===== config.mk =====
export PLATFORM = sky130hd
export DESIGN_NAME = cigar_operation_length_counter_core
export DESIGN_NICKNAME = d
export VERILOG_FILES = /design/src/sv/colc_pkg.sv /design/src/sv/colc_parse.sv /design/src/sv/cigar_operation_length_counter_core.sv
export VERILOG_INCLUDE_DIRS = /design/src /design/src/sv
export SDC_FILE = /design/constraint.sdc
export NUM_CORES = 1
export LEC_CHECK = 0
export BUFFER_PORTS_ARGS = -buffer_cell sky130_fd_sc_hd__clkbuf_2
export CORE_UTILIZATION = 40
export CTS_CLUSTER_DIAMETER = 40
export DETAILED_ROUTE_END_ITERATION = 10
export GPL_TIMING_DRIVEN = 0
export PLACE_DENSITY_LB_ADDON = 0.08
export SLEW_MARGIN = 25
export SYNTH_ARGS = -nofsm -noshare
export SYNTH_HDL_FRONTEND = slang
export SYNTH_SLANG_ARGS = --single-unit

===== constraint.sdc =====
create_clock -name i_clk -period 5.64 [get_ports i_clk]
set_input_delay 0.282 -clock i_clk [delete_from_list [all_inputs] [get_ports i_clk]]
set_output_delay 0.282 -clock i_clk [all_outputs]
set_load 0.01 [all_outputs]

===== src/sv/assert_macros.svh =====
// Assertion macros used by the core RTL file of this block.
`ifndef ASSERT_MACROS_SVH
`define ASSERT_MACROS_SVH

// Expression must hold at every clock edge outside reset.
`define ASSERT_ALWAYS(lbl, clk, rst_n, expr) \
    lbl: assert property (@(posedge clk) disable iff (!(rst_n)) (expr)) \
        else $error("assertion failed");

// Consequent must hold in the cycle after the antecedent.
`define ASSERT_NEXT(lbl, clk, rst_n, ante, cons) \
    lbl: assert property (@(posedge clk) disable iff (!(rst_n)) (ante) |=> (cons)) \
        else $error("assertion failed");

// Consequent must hold in the same cycle as the antecedent.
`define ASSERT_IMPL(lbl, clk, rst_n, ante, cons) \
    lbl: assert property (@(posedge clk) disable iff (!(rst_n)) (ante) |-> (cons)) \
        else $error("assertion failed");

`endif


===== src/sv/colc_pkg.sv =====
// Types, character codes and limits for the CIGAR operation length counter.
package colc_pkg;

    localparam int unsigned CHAR_W = 8;
    localparam int unsigned CNT_W  = 32;

    localparam logic [CNT_W-1:0] CNT_MAX = '1;

    localparam logic [CHAR_W-1:0] CH_ZERO  = 8'h30;  // '0'
    localparam logic [CHAR_W-1:0] CH_NINE  = 8'h39;  // '9'
    localparam logic [CHAR_W-1:0] CH_M     = 8'h4D;  // 'M'
    localparam logic [CHAR_W-1:0] CH_EQ    = 8'h3D;  // '='
    localparam logic [CHAR_W-1:0] CH_X     = 8'h58;  // 'X'
    localparam logic [CHAR_W-1:0] CH_I     = 8'h49;  // 'I'
    localparam logic [CHAR_W-1:0] CH_S     = 8'h53;  // 'S'
    localparam logic [CHAR_W-1:0] CH_D     = 8'h44;  // 'D'
    localparam logic [CHAR_W-1:0] CH_N     = 8'h4E;  // 'N'
    localparam logic [CHAR_W-1:0] CH_H     = 8'h48;  // 'H'
    localparam logic [CHAR_W-1:0] CH_P     = 8'h50;  // 'P'

    // Operation class of a letter that closes a digit run.
    typedef enum logic [2:0] {
        OP_MATCH,
        OP_INSERT,
        OP_SOFTCLIP,
        OP_SKIP,
        OP_BAD
    } t_op;

    typedef struct packed {
        logic [CNT_W-1:0] run_length;
        logic             in_digits;
        logic [CNT_W-1:0] match_sum;
        logic [CNT_W-1:0] insert_sum;
        logic [CNT_W-1:0] softclip_sum;
        logic             error_seen;
        logic             overflow_seen;
    } t_state;

    typedef struct packed {
        logic [CNT_W-1:0] match_total;
        logic [CNT_W-1:0] insert_total;
        logic [CNT_W-1:0] softclip_total;
        logic             parse_status;
        logic             saturated;
    } t_result;

endpackage


===== src/sv/colc_parse.sv =====
// Next-state and result logic for one CIGAR character or end marker.
module colc_parse (
    input  colc_pkg::t_state                  i_state,
    input  logic [colc_pkg::CHAR_W-1:0]       i_char,
    input  logic                              i_end,
    output colc_pkg::t_state                  o_state,
    output colc_pkg::t_result                 o_result
);

    colc_pkg::t_op                 w_op;
    logic                          w_is_digit;
    logic [colc_pkg::CNT_W+3:0]    w_run_wide;
    logic [colc_pkg::CNT_W-1:0]    w_sum_sel;
    logic [colc_pkg::CNT_W:0]      w_sum_wide;
    logic [colc_pkg::CNT_W-1:0]    w_sum_sat;
    logic                          w_sum_ovf;

    assign w_is_digit = (i_char >= colc_pkg::CH_ZERO) && (i_char <= colc_pkg::CH_NINE);

    always_comb begin
        case (i_char) inside
            colc_pkg::CH_M, colc_pkg::CH_EQ, colc_pkg::CH_X: w_op = colc_pkg::OP_MATCH;
            colc_pkg::CH_I:                                  w_op = colc_pkg::OP_INSERT;
            colc_pkg::CH_S:                                  w_op = colc_pkg::OP_SOFTCLIP;
            colc_pkg::CH_D, colc_pkg::CH_N,
            colc_pkg::CH_H, colc_pkg::CH_P:                  w_op = colc_pkg::OP_SKIP;
            default:                                         w_op = colc_pkg::OP_BAD;
        endcase
    end

    // run * 10 + digit as (run << 3) + (run << 1) + digit
    assign w_run_wide = ({4'b0, i_state.run_length} << 3)
                      + ({4'b0, i_state.run_length} << 1)
                      + {{colc_pkg::CNT_W{1'b0}}, i_char[3:0]};

    // One saturating adder, shared by the three totals.
    always_comb begin
        case (w_op)
            colc_pkg::OP_INSERT:   w_sum_sel = i_state.insert_sum;
            colc_pkg::OP_SOFTCLIP: w_sum_sel = i_state.softclip_sum;
            default:               w_sum_sel = i_state.match_sum;
        endcase
    end

    assign w_sum_wide = {1'b0, w_sum_sel} + {1'b0, i_state.run_length};
    assign w_sum_ovf  = w_sum_wide[colc_pkg::CNT_W];
    assign w_sum_sat  = w_sum_ovf ? colc_pkg::CNT_MAX : w_sum_wide[colc_pkg::CNT_W-1:0];

    always_comb begin
        o_result.match_total    = i_state.match_sum;
        o_result.insert_total   = i_state.insert_sum;
        o_result.softclip_total = i_state.softclip_sum;
        o_result.parse_status   = i_state.error_seen | i_state.in_digits;
        o_result.saturated      = i_state.overflow_seen;

        o_state = i_state;
        if (i_end) begin
            o_state = '0;
        end else if (i_state.error_seen) begin
            o_state = i_state;
        end else if (w_is_digit) begin
            if (w_run_wide[colc_pkg::CNT_W+3:colc_pkg::CNT_W] != 4'd0) begin
                o_state.run_length    = colc_pkg::CNT_MAX;
                o_state.overflow_seen = 1'b1;
            end else begin
                o_state.run_length = w_run_wide[colc_pkg::CNT_W-1:0];
            end
            o_state.in_digits = 1'b1;
        end else if (!i_state.in_digits) begin
            o_state.error_seen = 1'b1;
        end else begin
            case (w_op)
                colc_pkg::OP_MATCH:    o_state.match_sum    = w_sum_sat;
                colc_pkg::OP_INSERT:   o_state.insert_sum   = w_sum_sat;
                colc_pkg::OP_SOFTCLIP: o_state.softclip_sum = w_sum_sat;
                default:               ;
            endcase
            if (w_op == colc_pkg::OP_BAD) begin
                o_state.error_seen = 1'b1;
            end else begin
                if (w_op != colc_pkg::OP_SKIP) begin
                    o_state.overflow_seen = i_state.overflow_seen | w_sum_ovf;
                end
                o_state.run_length = '0;
                o_state.in_digits  = 1'b0;
            end
        end
    end

endmodule


===== src/sv/cigar_operation_length_counter_core.sv =====
// CIGAR operation length counter: one character per cycle, one result per string.
//
// The block reads a CIGAR string one character per request on the slave
// stream and closes it with a request that has tlast set (its tdata is then
// ignored). Digit runs build a run length; M, = and X add it to the match
// total, I to the insertion total, S to the soft-clip total; D, N, H and P
// close the run without adding. A token that does not start with a digit,
// an unknown operation letter, or an end right after digits flags a syntax
// error; after an error the totals and the saturation flag stay frozen.
// Run lengths and totals clamp at 2^32-1 and set the saturation flag.
// Only the end request gives a result on the master stream; the block then
// clears its counters for the next string. Throughput is one request per
// cycle while no end request waits on a stalled master side; the state
// update (multiply-by-ten add on the run length, one shared saturating add
// for the totals) is combinational. A request is registered in the input
// register, and the result of an end request in the result register. A
// stalled master side holds back an end request and the requests behind it.
`include "assert_macros.svh"

module cigar_operation_length_counter_core (
    input  logic                              i_clk,
    input  logic                              i_rst_n,
    // slave stream: characters
    input  logic                              i_s_axis_tvalid,
    output logic                              o_s_axis_tready,
    input  logic [colc_pkg::CHAR_W-1:0]       i_s_axis_tdata,   // [7:0] char_code
    input  logic                              i_s_axis_tlast,   // end_of_string
    // master stream: per-string totals
    output logic                              o_m_axis_tvalid,
    input  logic                              i_m_axis_tready,
    output logic [3*colc_pkg::CNT_W-1:0]      o_m_axis_tdata,   // [31:0] match_total,
                                                                // [63:32] insert_total,
                                                                // [95:64] softclip_total
    output logic [1:0]                        o_m_axis_tuser    // [0] parse_status,
                                                                // [1] saturated
);

    // input register
    logic                         r_in_valid;
    logic [colc_pkg::CHAR_W-1:0]  r_in_char;
    logic                         r_in_end;

    // parse state
    colc_pkg::t_state             r_state;
    colc_pkg::t_state             n_state;
    colc_pkg::t_result            n_result;

    // result register
    logic                         r_out_valid;
    colc_pkg::t_result            r_out;

    logic                         w_out_free;
    logic                         w_adv;
    logic                         w_in_take;

    // Output slot is free when empty or being drained this cycle.
    assign w_out_free      = !r_out_valid || i_m_axis_tready;
    // Characters always advance; an end request needs the output slot.
    assign w_adv           = r_in_valid && (!r_in_end || w_out_free);
    assign o_s_axis_tready = !r_in_valid || w_adv;
    assign w_in_take       = i_s_axis_tvalid && o_s_axis_tready;

    colc_parse u_parse (
        .i_state  (r_state),
        .i_char   (r_in_char),
        .i_end    (r_in_end),
        .o_state  (n_state),
        .o_result (n_result)
    );

    always_ff @(posedge i_clk) begin
        if (!i_rst_n) begin
            r_in_valid <= 1'b0;
        end else if (o_s_axis_tready) begin
            r_in_valid <= i_s_axis_tvalid;
        end
    end

    always_ff @(posedge i_clk) begin
        if (w_in_take) begin
            r_in_char <= i_s_axis_tdata;
            r_in_end  <= i_s_axis_tlast;
        end
    end

    always_ff @(posedge i_clk) begin
        if (!i_rst_n) begin
            r_state <= '0;
        end else if (w_adv) begin
            r_state <= n_state;
        end
    end

    always_ff @(posedge i_clk) begin
        if (!i_rst_n) begin
            r_out_valid <= 1'b0;
        end else if (w_adv && r_in_end) begin
            r_out_valid <= 1'b1;
        end else if (i_m_axis_tready) begin
            r_out_valid <= 1'b0;
        end
    end

    always_ff @(posedge i_clk) begin
        if (w_adv && r_in_end) begin
            r_out <= n_result;
        end
    end

    assign o_m_axis_tvalid = r_out_valid;
    assign o_m_axis_tdata  = {r_out.softclip_total, r_out.insert_total, r_out.match_total};
    assign o_m_axis_tuser  = {r_out.saturated, r_out.parse_status};

    // An end request blocked by a stalled result stays in the input register.
    `ASSERT_NEXT(a_end_held, i_clk, i_rst_n,
        r_in_valid && r_in_end && r_out_valid && !i_m_axis_tready, r_in_valid && r_in_end)
    // Counters are clear right after a string closes.
    `ASSERT_NEXT(a_clear_after_end, i_clk, i_rst_n,
        w_adv && r_in_end, r_state == '0)
    // After an error the totals stay frozen until the end request.
    `ASSERT_NEXT(a_frozen_on_error, i_clk, i_rst_n,
        r_state.error_seen && !(w_adv && r_in_end),
        $stable(r_state.match_sum) && $stable(r_state.insert_sum)
        && $stable(r_state.softclip_sum) && $stable(r_state.overflow_seen))
    // No open digit run means an empty run length.
    `ASSERT_ALWAYS(a_run_idle_zero, i_clk, i_rst_n,
        r_state.in_digits || (r_state.run_length == '0))
    // A result appears only after an end request passed the input register.
    `ASSERT_IMPL(a_out_from_end, i_clk, i_rst_n,
        $rose(r_out_valid), $past(w_adv && r_in_end))

endmodule

==> metrics.txt <==
# TYPE chip_impl_metric gauge
chip_impl_info{name="worst_setup_path_end_kind",value="flip-flop"} 1
chip_impl_metric{name="synthesis.area",unit="mm^2"} 0.01216
chip_impl_metric{name="n_fill_cell",unit=""} 2877
chip_impl_metric{name="postRouteAntennaNets",unit=""} 0
chip_impl_metric{name="die_y",unit="um"} 176.4
chip_impl_metric{name="critical_path.n_buffers_inverters",unit=""} 0
chip_impl_metric{name="setup_violations",unit=""} 0
chip_impl_metric{name="dp_hpwl",unit="mm"} 24.60
chip_impl_metric{name="ff_latch_area",unit="mm^2"} 0.005876
chip_impl_metric{name="syn_inst",unit=""} 1187
chip_impl_metric{name="initial_utilization",unit=""} 0.4081
chip_impl_metric{name="synth_top_cell_area_share",unit=""} 0.2642
chip_impl_metric{name="drc",unit=""} 0
chip_impl_info{name="layer_with_the_highest_usage_after_global_routing",value="met2"} 1
chip_impl_metric{name="grt_start_max_net_pins",unit=""} 72
chip_impl_metric{name="count_of_flip_flops_with_a_built_in_enable_after_synthesis",unit=""} 107
chip_impl_metric{name="grt_antenna_before_repair",unit=""} 0
chip_impl_metric{name="globalRouteTotalUtil",unit=""} 0.2151
chip_impl_metric{name="insertion_delay",unit="ps"} 510
chip_impl_metric{name="route.final.wire_length",unit="mm"} 33.48
chip_impl_metric{name="first_global_vias",unit=""} 9153
chip_impl_metric{name="synthesis.nets",unit=""} 1298
chip_impl_metric{name="timing.final.crit_share",unit=""} 0.9307
chip_impl_info{name="synthMostInstantiatedCell",value="nand2_1"} 1
chip_impl_metric{name="maxCapViolCount",unit=""} 0
chip_impl_metric{name="design.portCount",unit=""} 113
chip_impl_info{name="worst_setup_path_start_kind",value="flip-flop"} 1
chip_impl_metric{name="final_util",unit=""} 0.4897
chip_impl_metric{name="cts_inserted_buffers",unit=""} 35
chip_impl_metric{name="grt_use_met1",unit=""} 0.3210
chip_impl_metric{name="htree_num_levels",unit=""} 2
chip_impl_info{name="crit_start",value="r_in_char[5]$_DFFE_PP_"} 1
chip_impl_metric{name="post_drt_wl_per_cell",unit="um"} 19.00
chip_impl_info{name="synth_commonest_cells",value="nand2_1 (154), dfxtp_1 (133), edfxtp_1 (107)"} 1
chip_impl_metric{name="number_of_core_rows",unit=""} 63
chip_impl_metric{name="layout.nets",unit=""} 1457
chip_impl_metric{name="drt-pass1-iter-count",unit=""} 5
chip_impl_metric{name="worst_pin_slew",unit="ps"} 973.0
chip_impl_metric{name="viasPerCell",unit=""} 5.504
chip_impl_metric{name="synth.distinct_cells",unit=""} 76
chip_impl_metric{name="slew_violations",unit=""} 0
chip_impl_metric{name="layout_min_cycle_time",unit="ps"} 5249
chip_impl_metric{name="timing.reg2reg.setup_slack",unit="ps"} 390
chip_impl_info{name="post-synth-top-area-cell",value="edfxtp_1"} 1
chip_impl_metric{name="drive_above_1_share",unit=""} 0.1574
chip_impl_metric{name="critical_path_s_largest_stage_delay",unit="ps"} 500
chip_impl_metric{name="dr_total_vias",unit=""} 9698
chip_impl_metric{name="max_freq",unit="MHz"} 190.5
chip_impl_metric{name="crit_required",unit="ps"} 6020
chip_impl_info{name="min_path_type",value="input port to flip-flop"} 1
chip_impl_metric{name="insertedDiodeCount",unit=""} 0
chip_impl_metric{name="synth_sequential_area_ratio",unit=""} 0.4832
chip_impl_metric{name="die-area",unit="mm^2"} 0.03110
chip_impl_info{name="grt_setup_unrepaired",value="false"} 1
chip_impl_metric{name="syn_to_final_growth",unit="%"} 19.98
chip_impl_info{name="largest_delay_contributor_family_on_the_critical_path",value="compound AO/OA/AOI/OAI gates"} 1
chip_impl_info{name="path_class",value="flip-flop to flip-flop"} 1
chip_impl_metric{name="grtUsageMet3",unit=""} 0.02907
chip_impl_metric{name="ctsLongestPathBuffers",unit=""} 3
chip_impl_metric{name="p_per_area",unit="mW/mm^2"} 287.0
chip_impl_metric{name="cp_data_arrival_time",unit="ps"} 5630
chip_impl_metric{name="synth_async_sr_flop_share",unit=""} 0
chip_impl_metric{name="ys_ff_latch",unit=""} 240
chip_impl_metric{name="max-vdd-ir-drop",unit="mV"} 0.1520
chip_impl_metric{name="timing_hold_violations_final",unit=""} 0
chip_impl_metric{name="max-slew-margin-rel",unit=""} 0.3483
chip_impl_metric{name="grt_pass1_wl",unit="mm"} 52.07
chip_impl_info{name="critPathSlowestCell",value="and3_2"} 1
chip_impl_info{name="hp-start",value="i_s_axis_tvalid"} 1
chip_impl_metric{name="coreArea",unit="mm^2"} 0.02980
chip_impl_info{name="outcome",value="finished clean"} 1
chip_impl_metric{name="worst_setup_hold_path_clk_slew",unit="ps"} 60
chip_impl_metric{name="area_used_by_multi_input_combinational_logic",unit="mm^2"} 0.005998
chip_impl_metric{name="port-buffer-count",unit=""} 111
chip_impl_info{name="clock-root-buffer",value="clkbuf_16"} 1
chip_impl_info{name="synth_area_leaders",value="edfxtp_1 (26%), dfxtp_1 (22%), ha_1 (9.8%)"} 1
chip_impl_metric{name="p_leak",unit="nW"} 6.178
chip_impl_metric{name="numClockSinks",unit=""} 240
chip_impl_metric{name="grt_use_met2",unit=""} 0.3240
chip_impl_metric{name="yosys_warnings",unit=""} 0
chip_impl_metric{name="drtIter0Drc",unit=""} 670
chip_impl_info{name="cts_tree",value="yes"} 1
chip_impl_metric{name="global_route.overflow_total",unit=""} 0
chip_impl_metric{name="floorplan.die.width",unit="um"} 176.4
chip_impl_metric{name="gp_congestion",unit=""} 0.8789
chip_impl_info{name="path_cells",value="nand2b_1 > nor3b_1 > and3_2 > nor2_4 > and2_1 > a221o_1 > ha_1 > a211oi_1 > o21bai_1 > o21a_1 > a211oi_2 > o21ai_0 > a21oi_1 > mux2_2 > a21oi_1 > o21ai_0"} 1
chip_impl_metric{name="fin_hold_ws",unit="ps"} 45.64
chip_impl_info{name="synthFlopType",value="dfxtp_1"} 1
chip_impl_metric{name="cp_max_fo",unit=""} 9
chip_impl_metric{name="skew",unit="ps"} 23.63
chip_impl_metric{name="post_synth.cell_area_avg",unit="um^2"} 10.24
chip_impl_info{name="worst_r2r_startpoint",value="r_in_char[5]$_DFFE_PP_"} 1
## worst min-delay path, stage by stage
cell and delay (ps):
clkbuf_2 80, inv_1 50, a21boi_0 70
## layout make-up
cell class / instances / area share
multi-input cells: 872 / 0.4111
flip-flops and latches: 240 / 0.4027
clock buffers: 40 / 0.06492
repair buffers: 123 / 0.04717
well taps: 390 / 0.03344
clock inverters: 23 / 0.01895
plain buffers: 54 / 0.01621
inverters: 20 / 0.005488
## cell families (layout without fill, tap and decap cells)
kind of cell,count (synthesis),count (layout),share of synthesized area
AO/OA/AOI/OAI,385,385,0.2233
AND/OR/NAND/NOR,340,340,0.1297
flip-flops,240,240,0.4832
adder cells (fa/ha/maj),98,98,0.1027
buffers and inverters,75,260,0.02541
XOR/XNOR,46,46,0.03313
multiplexers,3,3,0.002572
## state kept, by name, summed over array words and instances (netlist names)
name / count
o_m_axis_tdata: 96
o_m_axis_tuser: 2
o_m_axis_tvalid: 1
r_in_char: 8
r_in_end: 1
r_in_valid: 1
r_state: 131
## through the flow
step | instances | area, um^2 | total power (W) | setup TNS, ps | worst slack (ps)
global route | 1762 | 14590 | 0.004313 | 0 | 45.30
floorplan | 1187 | 12160 | 0.001920 | 0 | 1304
CTS | 1761 | 14570 | 0.004224 | 0 | 55.03
finish | 1762 | 14590 | 0.004187 | 0 | 390.9
global placement | 1688 | 13200 | 0.001959 | -64550 | -1208
detailed placement | 1690 | 13250 | 0.001960 | -36000 | -697.4
## metal layers
layer	part of all wire	wire, um
met2	0.43	14410
met4	0.021	719
met3	0.043	1438
met1	0.51	16920
met5	0	0
## report_power, final
group	switching [W]	internal (W)
registers	0.00000975	0.00183
clock network	0.000841	0.00142
logic	0.0000629	0.0000276
total	0.000914	0.00327
## final timing paths
path | end | cells past startpoint
setup / recovery | r_state[33]$_SDFFE_PN0P_ | 16
hold / removal | r_in_valid$_SDFFE_PN0N_ | 3
setup reg to reg | r_state[33]$_SDFFE_PN0P_ | 16
hold reg to reg | o_m_axis_tdata[35]$_DFFE_PP_ | 0
## repair_timing
| item | 4_1_cts | 5_1_grt |
|---|---|---|
| endpoints found under the setup margin | 97 | 94 |
| hold buffers | 9 | 0 |
| buffers inserted | 0 | 1 |
| resized for setup | 3 | 10 |
| hold endpoints to repair | 9 | 0 |
## cell usage in the layout (no fill, tap or decap), types with 7 or more instances in the layout
| cell | count |
|---|---|
| xor2_1 | 17 |
| o21a_1 | 16 |
| edfxtp_1 | 107 |
| o2bb2ai_1 | 52 |
| a31oi_1 | 7 |
| a211oi_1 | 15 |
| clkbuf_2 | 116 |
| nor2b_1 | 9 |
| and2_1 | 8 |
| o21bai_1 | 9 |
| nand2_1 | 154 |
| nor3_1 | 47 |
| nor2_1 | 56 |
| dfxtp_1 | 133 |
| xnor2_1 | 29 |
| ha_1 | 95 |
| a22oi_1 | 31 |
| a22o_1 | 36 |
| clkbuf_1 | 43 |
| o21ai_0 | 87 |
| nand4_1 | 10 |
| nand2b_1 | 8 |
| a21oi_1 | 61 |
| clkbuf_16 | 37 |
| inv_1 | 19 |
| dlygate4sd3_1 | 9 |
| a21o_1 | 19 |
| nand3_1 | 13 |
No activity file was read; power rests on OpenSTA's default activity.
